===== src/sv/multi_queue_mailbox_macros.svh =====
// assertion macros for the multi queue mailbox
// no dependencies; included by files that carry concurrent checks
`ifndef MULTI_QUEUE_MAILBOX_MACROS_SVH
`define MULTI_QUEUE_MAILBOX_MACROS_SVH
`ifndef NO_ASSERTIONS
`define MQM_ASSERT_NOW(lbl, clk, rst_n, ante, cons, msg) \
    lbl: assert property (@(posedge clk) disable iff (!rst_n) (ante) |-> (cons)) \
        else $error(msg);
`define MQM_ASSERT_NEXT(lbl, clk, rst_n, ante, cons, msg) \
    lbl: assert property (@(posedge clk) disable iff (!rst_n) (ante) |=> (cons)) \
        else $error(msg);
`else
`define MQM_ASSERT_NOW(lbl, clk, rst_n, ante, cons, msg)
`define MQM_ASSERT_NEXT(lbl, clk, rst_n, ante, cons, msg)
`endif
`endif


===== src/sv/mqm_pkg.sv =====
// types and constants shared by the multi queue mailbox
// no dependencies
`default_nettype none
package mqm_pkg;
    localparam int OPCODE_W = 2;
    localparam int QID_W    = 8;
    localparam int HANDLE_W = 32;
    localparam int SIZE_W   = 16;
    localparam int STATUS_W = 2;
    localparam int ENTRY_W  = HANDLE_W + SIZE_W;

    typedef enum logic [OPCODE_W-1:0] {
        OP_SEND   = 2'd0,
        OP_RECV   = 2'd1,
        OP_CREATE = 2'd2,
        OP_DELETE = 2'd3
    } t_opcode;

    typedef enum logic [STATUS_W-1:0] {
        ST_OK     = 2'd0,
        ST_BAD_ID = 2'd1,
        ST_FULL   = 2'd2,
        ST_EMPTY  = 2'd3
    } t_status;

    typedef struct packed {
        logic in_ready;
        logic eval;
        logic scan;
        logic out_load;
    } t_cmd;

    typedef struct packed {
        logic accept;
        logic in_create;
        logic scan_end;
        logic out_free;
    } t_sts;
endpackage
`default_nettype wire


===== src/sv/mqm_ctrl.sv =====
// sequencing state machine of the multi queue mailbox
// depends on mqm_pkg and multi_queue_mailbox_macros.svh
`default_nettype none
`include "multi_queue_mailbox_macros.svh"
module mqm_ctrl (
    input  wire logic          i_clk,
    input  wire logic          i_rst_n,
    input  wire mqm_pkg::t_sts i_sts,
    output mqm_pkg::t_cmd      o_cmd
);
    typedef enum logic [1:0] {
        S_IDLE,
        S_EVAL,
        S_SCAN,
        S_RESP
    } t_state;

    t_state r_state;

    always_ff @(posedge i_clk) begin
        if (!i_rst_n) begin
            r_state <= S_IDLE;
        end else begin
            unique case (r_state)
                S_IDLE: begin
                    if (i_sts.accept) begin
                        r_state <= i_sts.in_create ? S_SCAN : S_EVAL;
                    end
                end
                S_EVAL: begin
                    r_state <= S_RESP;
                end
                S_SCAN: begin
                    if (i_sts.scan_end) begin
                        r_state <= S_RESP;
                    end
                end
                S_RESP: begin
                    if (i_sts.out_free) begin
                        r_state <= S_IDLE;
                    end
                end
                default: begin
                    r_state <= S_IDLE;
                end
            endcase
        end
    end

    always_comb begin
        o_cmd.in_ready = (r_state == S_IDLE);
        o_cmd.eval     = (r_state == S_EVAL);
        o_cmd.scan     = (r_state == S_SCAN);
        o_cmd.out_load = (r_state == S_RESP) && i_sts.out_free;
    end

    `MQM_ASSERT_NEXT(a_accept_leaves_idle, i_clk, i_rst_n,
        i_sts.accept && o_cmd.in_ready, r_state != S_IDLE, "accepted request did not start")
    `MQM_ASSERT_NOW(a_single_cmd, i_clk, i_rst_n, 1'b1,
        $onehot0({o_cmd.in_ready, o_cmd.eval, o_cmd.scan, o_cmd.out_load}),
        "overlapping datapath commands")
    `MQM_ASSERT_NEXT(a_eval_to_resp, i_clk, i_rst_n, o_cmd.eval, r_state == S_RESP,
        "evaluation not followed by response")
    `MQM_ASSERT_NEXT(a_load_to_idle, i_clk, i_rst_n, o_cmd.out_load, o_cmd.in_ready,
        "not ready after response load")
endmodule
`default_nettype wire


===== config.mk =====
export PLATFORM = sky130hd
export DESIGN_NAME = mqm_ctrl
export DESIGN_NICKNAME = d
export VERILOG_FILES = /design/src/sv/mqm_pkg.sv /design/src/sv/mqm_ctrl.sv
export VERILOG_INCLUDE_DIRS = /design/src /design/src/sv
export SDC_FILE = /design/constraint.sdc
export NUM_CORES = 1
export LEC_CHECK = 0
export CORE_AREA = 2 2 39 41
export CTS_BUF_LIST = sky130_fd_sc_hd__clkbuf_8
export CTS_CLUSTER_SIZE = 10
export DETAILED_ROUTE_END_ITERATION = 10
export DIE_AREA = 0 0 41 43
export DONT_BUFFER_PORTS = 1
export GPL_TIMING_DRIVEN = 0
export SYNTH_ARGS = -nofsm -noshare
export SYNTH_HDL_FRONTEND = slang
export SYNTH_SLANG_ARGS = --single-unit
export TNS_END_PERCENT = 20

===== constraint.sdc =====
create_clock -name i_clk -period 2.2 [get_ports i_clk]
set_input_delay 0.11 -clock i_clk [delete_from_list [all_inputs] [get_ports i_clk]]
set_output_delay 0.11 -clock i_clk [all_outputs]
set_load 0.005 [all_outputs]

# --- After elaboration in Yosys (flattened, before gate mapping) ---
# Cells that the tools add are included.
op_classes:
  reduce_logical: 3
  mux: 5
  eq_ne: 6
ops:
  columns: ["operator", "n"]
  rows:
  - ["2-bit two-way mux", 4]
  - ["2-bit case mux with 4 select lines", 1]
  - ["2-bit inequality test, second input constant", 3]
  - ["2-bit == test, second input constant", 2]
  - ["3-bit AND reduction", 1]
  - ["2-bit by 1-bit == test with 1-bit output, second input constant", 1]
  - ["2-bit logical NOT", 1]
  - ["1-bit logical AND", 1]
totals:
  word_cells: 15
  register_bits: 2
  output_inout_bits: 4

# --- Depth between registers and ports, before layout ---
# Gate-level depths: netlist (run 1).
logic_depth:
  depth_word: 3
  depth_mapped: 5
  mapped_depth_nobuf: 5

# --- Worst setup path after synthesis (run 1) ---
# Ideal clock, no wire load.
synth_path:
  path_kind: "register to register"
  start: "register r_state[0]"
  end: "register r_state[0]"
  stages_incl_launch_ff: 5
  required_ns: 2.128
  arrival_time_ns: 1.338
  setup_time_ns: 0.072
  synth_period_minus_slack_ns: 1.410
  path_buffers: 0
  slack_ns: 0.790
  cell_sequence: "dfxtp_1 inv_1 ha_1 a222oi_1 mux2i_1"
synth_rtl:
  columns: ["item", "line_no", "rtl"]
  rows:
  - ["from (decl)", "mqm_ctrl.sv:18", "t_state r_state;"]
  - ["from (signal assigned)", "mqm_ctrl.sv:27", "r_state <= i_sts.in_create ? S_SCAN : S_EVAL;"]

==> out/results.ini, run 1 <==
[global_route]
grt_pass1_wl_um=545
overflow=0
antenna_found_initial=0
use_met1=0.03175
grt_pass1_vias=147
use_met3=0.07853
grt-busiest-layer=met3
gr-usage-met2=0.07188
grtUsageTotal=0.05700
grt_start_max_net_pins=6

[timing]
relSlewSlack=0.6662
fmax_mhz=639.5
hold_violations=0
fin_skew_ns=0.0007281
min_period_over_period=0.7107
setup_tns_ns=0
rsz0062_at_grt=no
setup_violations=0
tightest_slew_ns=0.5008
fin_ws_ns=0.6364
fin_crit_ns=1.564
slew_viol_final=0

[worst_hold_path]
whs_path_depth=2
hold_class=in2reg
min_from=i_rst_n
whs_endpoint=r_state[1]$_SDFFE_PN0P_

[pwr]
vdd_drop_max_v=0.0002083
p_switching_uw=107.3
power.density_nw_per_um2=1401
power_uw=336.6
p_leak_uw=0.0001198
netSwitchingFraction=0.3188
comb_power_share=0.377
clockPowerShare=0.423
sequentialPowerShare=0.201
internal_power_uw=229.3

[die]
row_count=14
io_pins=10
fp.dieArea_um2=1763
initial_utilization=0.1293
core_um2=1384
die_h_um=43
fp.dieW_um=41

[job]
cap_violations=0

[clock_network]
clock_path_buffers=2
cts_buffers=3
cts_tree=done
clkSinkCount=2
htreeDepth=1
cts-hold-fix-buffers=0
root_buffer=clkbuf_8
clk_latency_ns=0.21
clk_pin_slew_ns=0.03
cts_resized=0
post_cts_buffers=0

[drt]
firstDrtPassIters=4
drc=0
avgViaCountPerCell=3.850
finalWirelength_um=360
vias=154
drtIter0Drc=3
antenna_left=0
wl_per_cell_um=9.000

[placed_design]
place_inst=37
place_ws_ns=0.6056
gp_congestion=0.5909
io_buffers=0

[setup_path]
cp_num_cells=4
crit_family=compound AO/OA/AOI/OAI gates
rrSetupSlack_ns=0.64
slowest_delay_ns=0.52
path_class=reg2reg
reg2reg_depth=4
crit_required_ns=2.33
cp_max_fo=5
cp-start-kind=flip-flop
reg2reg_to=r_state[0]$_SDFFE_PN0P_
crit_buf_inv=1
crit-reg2reg-launch=r_state[0]$_SDFFE_PN0P_
worst_ep_arrival_time_ns=1.70
cp_cell_sequence=inv_1, ha_1, a222oi_1, mux2i_1
crit_path_end_kind=flip-flop
slowest_stage=a222oi_1

[finish]
top_regs=r_state x2
fin_nets=36
final_common_cell=inv_1
final_cell_mix=inv_1, nand2_1, ha_1
syn2layout_area_growth_pct=34.27
drive_above_1_share=0.1667
largest_reg_flops=2
fill_cells=161
final_cells=40
n_antenna_cell=0
regMostFlops=r_state
postLayoutCoreUtil=0.1736

[logic_synthesis]
synth.net_count=31
synth_cell_types=9
synth.area.top_cells=ha_1, dfxtp_1, mux2i_1, inv_1, nand2_1
yosys_warnings=0
yosys.area.top_type=ha_1
synth_cells=21
synth_seq_cells=2
synth_area_per_cell_um2=8.520
synth_top_area_share=0.2797
synth.cell_area_um2=178.9
yosysSeqAreaShare=0.2238

[status]
status=finished clean

## cell families after synthesis
family	share of synthesized area
buffers and inverters	0.1049
AOI/OAI and AO/OA	0.09792
and+or+nand+nor	0.1189
muxes	0.1748
adders and majority gates	0.2797
DFF	0.2238
## power by group through the flow
stage / clock network (uW) / logic, uW / registers [uW]
6_report: 142 / 127 / 67.6
3_3_place_gp: 0 / 124 / 68.9
4_1_cts: 149 / 129 / 68.1
5_1_grt: 153 / 149 / 69.0
3_5_place_dp: 0 / 128 / 68.6
2_1_floorplan: 0 / 109 / 64.2
## synth_stat cells
| library cell | number |
|---|---|
| nand2_1 | 4 |
| ha_1 | 4 |
| mux2_2 | 1 |
| mux2i_1 | 2 |
| and2_1 | 1 |
| a222oi_1 | 1 |
| o211ai_1 | 1 |
| dfxtp_1 | 2 |
| inv_1 | 5 |
## layout make-up
type / count / area, um2 / share of cell area
inverter: 5 / 18.77 / 0.07813
clock buffer: 3 / 41.29 / 0.1719
sequential: 2 / 40.04 / 0.1667
tap: 16 / 20.02 / 0.08333
multi-input combinational: 14 / 120.1 / 0.5000
## how the worst max path moves through the flow
| stage | slack (ns) | start | endpoint |
|---|---|---|---|
| after floorplan | 0.79 | r_state[0]$_SDFFE_PN0P_ | r_state[0]$_SDFFE_PN0P_ |
| after global placement | 0.65 | r_state[0]$_SDFFE_PN0P_ | r_state[0]$_SDFFE_PN0P_ |
| after detailed placement | 0.61 | r_state[0]$_SDFFE_PN0P_ | r_state[0]$_SDFFE_PN0P_ |
| after CTS | 0.60 | r_state[0]$_SDFFE_PN0P_ | r_state[0]$_SDFFE_PN0P_ |
| after global routing | 0.45 | r_state[0]$_SDFFE_PN0P_ | r_state[0]$_SDFFE_PN0P_ |
| final | 0.64 | r_state[0]$_SDFFE_PN0P_ | r_state[0]$_SDFFE_PN0P_ |
## metrics by stage
stage                     hold WS, ns  instance area [um2]
after floorplan                0.2521                178.9
after global placement         0.2710                198.9
after detailed placement       0.2659                198.9
after CTS                     0.04384                240.2
after global routing          0.05198                240.2
final                         0.04835                240.2
## metal layers
layer / wire length (um) / share of wire / vias to the layer above
met3: 64 / 0.18 / 0
met4: 0 / 0 / 0
met1: 135 / 0.38 / 69
met2: 160 / 0.44 / 9
met5: 0 / 0 / -
li1: - / - / 76
## worst reg2reg max path, delay by kind of cell (launching register included)
kind	cells	cell delay (ns)
compound gates	1	0.52
fa+ha+maj	1	0.28
buf+inv	1	0.08
flops	1	0.37
mux	1	0.24
Power figures use the tool's default switching activity.
==> inputs of run 2 (changes only) <==
==> constraint.sdc (replaced) <==
create_clock -name i_clk -period 1.55 [get_ports i_clk]
set_input_delay 0.0775 -clock i_clk [delete_from_list [all_inputs] [get_ports i_clk]]
set_output_delay 0.0775 -clock i_clk [all_outputs]
set_load 0.005 [all_outputs]
==> out/results.ini, run 2 (same netlist as run 1, synthesis figures left out) <==
[status]
status=finished clean

[job]
cap_violations=0

[finish]
postLayoutCoreUtil=0.1817
final_cells=41
n_antenna_cell=0
drive_above_1_share=0.2800
top_regs=r_state x2
regMostFlops=r_state
final_common_cell=inv_1
fin_nets=37
final_cell_mix=inv_1, nand2_1, ha_1, clkbuf_8, mux2i_1
syn2layout_area_growth_pct=40.56
largest_reg_flops=2

[timing]
tightest_slew_ns=0.2628
fin_skew_ns=0.0007670
relSlewSlack=0.8248
rsz0062_at_grt=no
fin_crit_ns=1.399
fmax_mhz=714.9
slew_viol_final=0
hold_violations=0
min_period_over_period=0.9025
setup_violations=0

[setup_path]
cp-start-kind=flip-flop
crit_path_end_kind=flip-flop
rrSetupSlack_ns=0.15
worst_ep_arrival_time_ns=1.53
crit_required_ns=1.68
path_class=reg2reg
cp_max_fo=5

[placed_design]
gp_congestion=0.5909
io_buffers=0
place_inst=37

[clock_network]
cts_buffers=3
clock_path_buffers=2
htreeDepth=1
cts-hold-fix-buffers=0
clkSinkCount=2
clk_latency_ns=0.21
clk_pin_slew_ns=0.03
cts_tree=done
root_buffer=clkbuf_8

[pwr]
power.density_nw_per_um2=2016
netSwitchingFraction=0.3120
clockPowerShare=0.398
sequentialPowerShare=0.194
p_leak_uw=0.0001237
internal_power_uw=348.9
vdd_drop_max_v=0.0003031
power_uw=507.1
comb_power_share=0.408
p_switching_uw=158.2

[die]
core_um2=1384
row_count=14
fp.dieArea_um2=1763
io_pins=10
fp.dieW_um=41
die_h_um=43
initial_utilization=0.1293

[worst_hold_path]
hold_class=in2reg

[drt]
wl_per_cell_um=9.415
finalWirelength_um=386
drc=0
avgViaCountPerCell=3.732
antenna_left=0
firstDrtPassIters=4
drtIter0Drc=5
vias=153

[global_route]
grt_pass1_wl_um=565
overflow=0
antenna_found_initial=0
grt_start_max_net_pins=6
grt_pass1_vias=158
grtUsageTotal=0.05900

==> run 2: cell count changes in the layout (fill, tap and decap cells not counted), sizes merged <==
cell,before,now
buf,0,1
==> run 2: timing repair <==
item,CTS,global route
pin swaps,1,1
resized for setup,0,2
buffers inserted,1,0
cloned,0,0
endpoints found under the setup margin,2,2
==> run 2: area by class of cell <==
type                            instances  area [um2]
Tap cell                               16       20.02
Multi-Input combinational cell         14       122.6
Sequential cell                         2       41.29
Inverter                                5       18.77
Timing Repair Buffer                    1       7.507
Fill cell                             162        1132
Clock buffer                            3       41.29
==> run 2: path summary, 6_finish.rpt <==
| check | depth (start not counted) | start | to |
|---|---|---|---|
| hold reg to reg | 2 | r_state[0]$_SDFFE_PN0P_ | r_state[0]$_SDFFE_PN0P_ |
| setup reg to reg | 5 | r_state[1]$_SDFFE_PN0P_ | r_state[0]$_SDFFE_PN0P_ |
| setup / recovery | 5 | r_state[1]$_SDFFE_PN0P_ | r_state[0]$_SDFFE_PN0P_ |
| hold / removal | 2 | i_rst_n | r_state[1]$_SDFFE_PN0P_ |
==> run 2: metrics by stage <==
stage	instance area, um2	worst slack, ns	hold WS, ns	setup TNS [ns]
CTS	247.7	0.03043	0.01134	0
global route	251.5	0.01051	0.01948	0
floorplan	178.9	0.1403	0.2196	0
global placement	198.9	0.00009404	0.2385	0
detailed placement	198.9	-0.04437	0.2334	-0.07218
finish	251.5	0.1511	0.01606	0
==> run 2: power by group through the flow <==
stage	Combinational [uW]	Clock, uW	Sequential [uW]
detailed placement	182	0	97.4
CTS	202	212	96.6
finish	207	202	98.4
global route	239	218	100
floorplan	155	0	91.1
global placement	176	0	97.8
==> run 2: critical path: stages, from the launching register on <==
cell and delay, ns:
dfxtp_1 0.37, inv_1 0.08, ha_2 0.21, a222oi_1 0.31
buf_4 0.18, mux2i_1 0.17
==> run 2: metal layers <==
layer	wire length [um]	vias up	track usage	part of all wire
met5	0	-	0	0
met4	0	0	0.06000	0
met1	132	68	0.03175	0.34
met2	188	9	0.07813	0.49
li1	-	76	-	-
met3	65	0	0.07853	0.17
==> inputs of run 3 (changes only) <==
==> constraint.sdc (replaced) <==
create_clock -name i_clk -period 1.2 [get_ports i_clk]
set_input_delay 0.06 -clock i_clk [delete_from_list [all_inputs] [get_ports i_clk]]
set_output_delay 0.06 -clock i_clk [all_outputs]
set_load 0.005 [all_outputs]
==> out/results.ini, run 3 (same netlist as run 1, synthesis figures left out) <==
[setup_path]
crit_path_end=r_state[1]$_SDFFE_PN0P_
crit_buf_inv=2
cp_num_cells=5
crit-reg2reg-launch=r_state[1]$_SDFFE_PN0P_
rrSetupSlack_ns=-0.13
cp_cell_sequence=inv_2, ha_4, a222oi_1, buf_4, mux2i_1
reg2reg_depth=5
crit_family=flip-flops
cp_max_fo=5
slowest_stage=dfxtp_4
worst_ep_arrival_time_ns=1.46
cp-start-kind=flip-flop
crit_path_end_kind=flip-flop
reg2reg_to=r_state[1]$_SDFFE_PN0P_
cp-startpoint=r_state[1]$_SDFFE_PN0P_
crit_required_ns=1.33
slowest_delay_ns=0.35
path_class=reg2reg

[timing]
whs_ns=-0.001667
fin_ws_ns=-0.1273
hold_violations=1
setup_violations=2
slew_viol_final=0
min_period_over_period=1.106
relSlewSlack=0.8163
fin_crit_ns=1.327
fmax_mhz=753.4
tightest_slew_ns=0.2755
rsz0062_at_grt=yes
fin_skew_ns=0.001392

[placed_design]
io_buffers=0
dpl.hpwl_um=337.2
gp_congestion=0.5637

[die]
row_count=14
core_um2=1384
fp.dieArea_um2=1763
fp.dieW_um=41
die_h_um=43
io_pins=10
initial_utilization=0.1293

[drt]
route.met3.wl_um=60
antenna_left=0
finalWirelength_um=426
drtIter0Drc=2
wl_per_cell_um=9.907
drc=0
vias=169
dr.max_layer_used=met4
avgViaCountPerCell=3.930
firstDrtPassIters=4
wl_met2_um=206
drt-met1-wl_um=143

[clock_network]
clkSinkCount=2
cts_buffers=3
htreeDepth=1
root_buffer=clkbuf_8
clk_pin_slew_ns=0.03
clk_latency_ns=0.21
clock_path_buffers=2
cts_tree=done

[global_route]
antenna_found_initial=0
overflow=0
grt_pass1_vias=193
grt_pass1_wl_um=676
grt_start_max_net_pins=6
grtUsageTotal=0.06900

[pwr]
vdd_drop_max_v=0.0003694
p_leak_uw=0.0001341
power_uw=744.7
power.density_nw_per_um2=2611

[finish]
final_cell_mix=nand2_1, inv_1, clkbuf_8
fin_nets=39
drive_above_1_share=0.4444
final_common_cell=nand2_1
regMostFlops=r_state
fill_cells=164
syn2layout_area_growth_pct=59.44
n_antenna_cell=0
top_regs=r_state x2
largest_reg_flops=2

[status]
status=finished with violations
violations=hold timing, setup timing

[worst_hold_path]
hold_class=in2reg

[job]
cap_violations=0

[run 3: cell count changes in the layout (fill, tap and decap cells not counted), sizes merged]
cell         previous run  this run
dlygate4sd3             0         1
buf                     1         2
[run 3: where the power goes]
part           total, uW  internal [uW]  switching [uW]  leakage (uW)
clock                264            212            52.4     0.0000216
sequential           138            108            30.9     0.0000175
combinational        342            191             151     0.0000950
total                745            510             234      0.000134
[run 3: area by class of cell]
type / instances / area, um2 / share of cell area
Multi-Input combinational cell: 14 / 135.1 / 0.4737
Sequential cell: 2 / 45.04 / 0.1579
Inverter: 5 / 18.77 / 0.06579
Tap cell: 16 / 20.02 / 0.07018
Timing Repair Buffer: 3 / 25.02 / 0.08772
Clock buffer: 3 / 41.29 / 0.1447
[run 3: worst min-delay path by stage]
stage,startpoint,endpoint,slack [ns],depth (start not counted)
floorplan,i_rst_n,r_state[1]$_SDFFE_PN0P_,0.19,2
global placement,i_rst_n,r_state[1]$_SDFFE_PN0P_,0.21,2
detailed placement,i_rst_n,r_state[0]$_SDFFE_PN0P_,0.22,2
CTS,i_rst_n,r_state[1]$_SDFFE_PN0P_,0.002,2
global route,i_rst_n,r_state[1]$_SDFFE_PN0P_,0.03,2
finish,i_rst_n,r_state[1]$_SDFFE_PN0P_,-0.002,2
[run 3: metrics by stage]
step	TNS [ns]	std cells	setup slack [ns]	utilization	area (um2)
floorplan	-0.2079	21	-0.1040	-	193.9
global placement	-0.4150	37	-0.2090	0.1546	214.0
detailed placement	-0.5155	37	-0.2732	0.1546	214.0
CTS	-0.2380	43	-0.1349	0.2025	280.3
global route	-0.4367	43	-0.2484	0.2061	285.3
finish	-0.2340	43	-0.1273	0.2061	285.3
[run 3: per-layer routing]
| layer | vias up | GRT usage |
|---|---|---|
| li1 | 80 | - |
| met1 | 76 | 0.04127 |
| met2 | 11 | 0.1000 |
| met3 | 2 | 0.06283 |
| met4 | 0 | 0.08000 |
| met5 | - | 0 |
[run 3: timing repair]
action | CTS | global route
gates resized for setup | 0 | 2
hold endpoints to repair | 1 | 0
buffers inserted | 2 | 0
setup endpoints to repair | 2 | 2
hold buffers | 1 | 0
pin swaps | 1 | 1
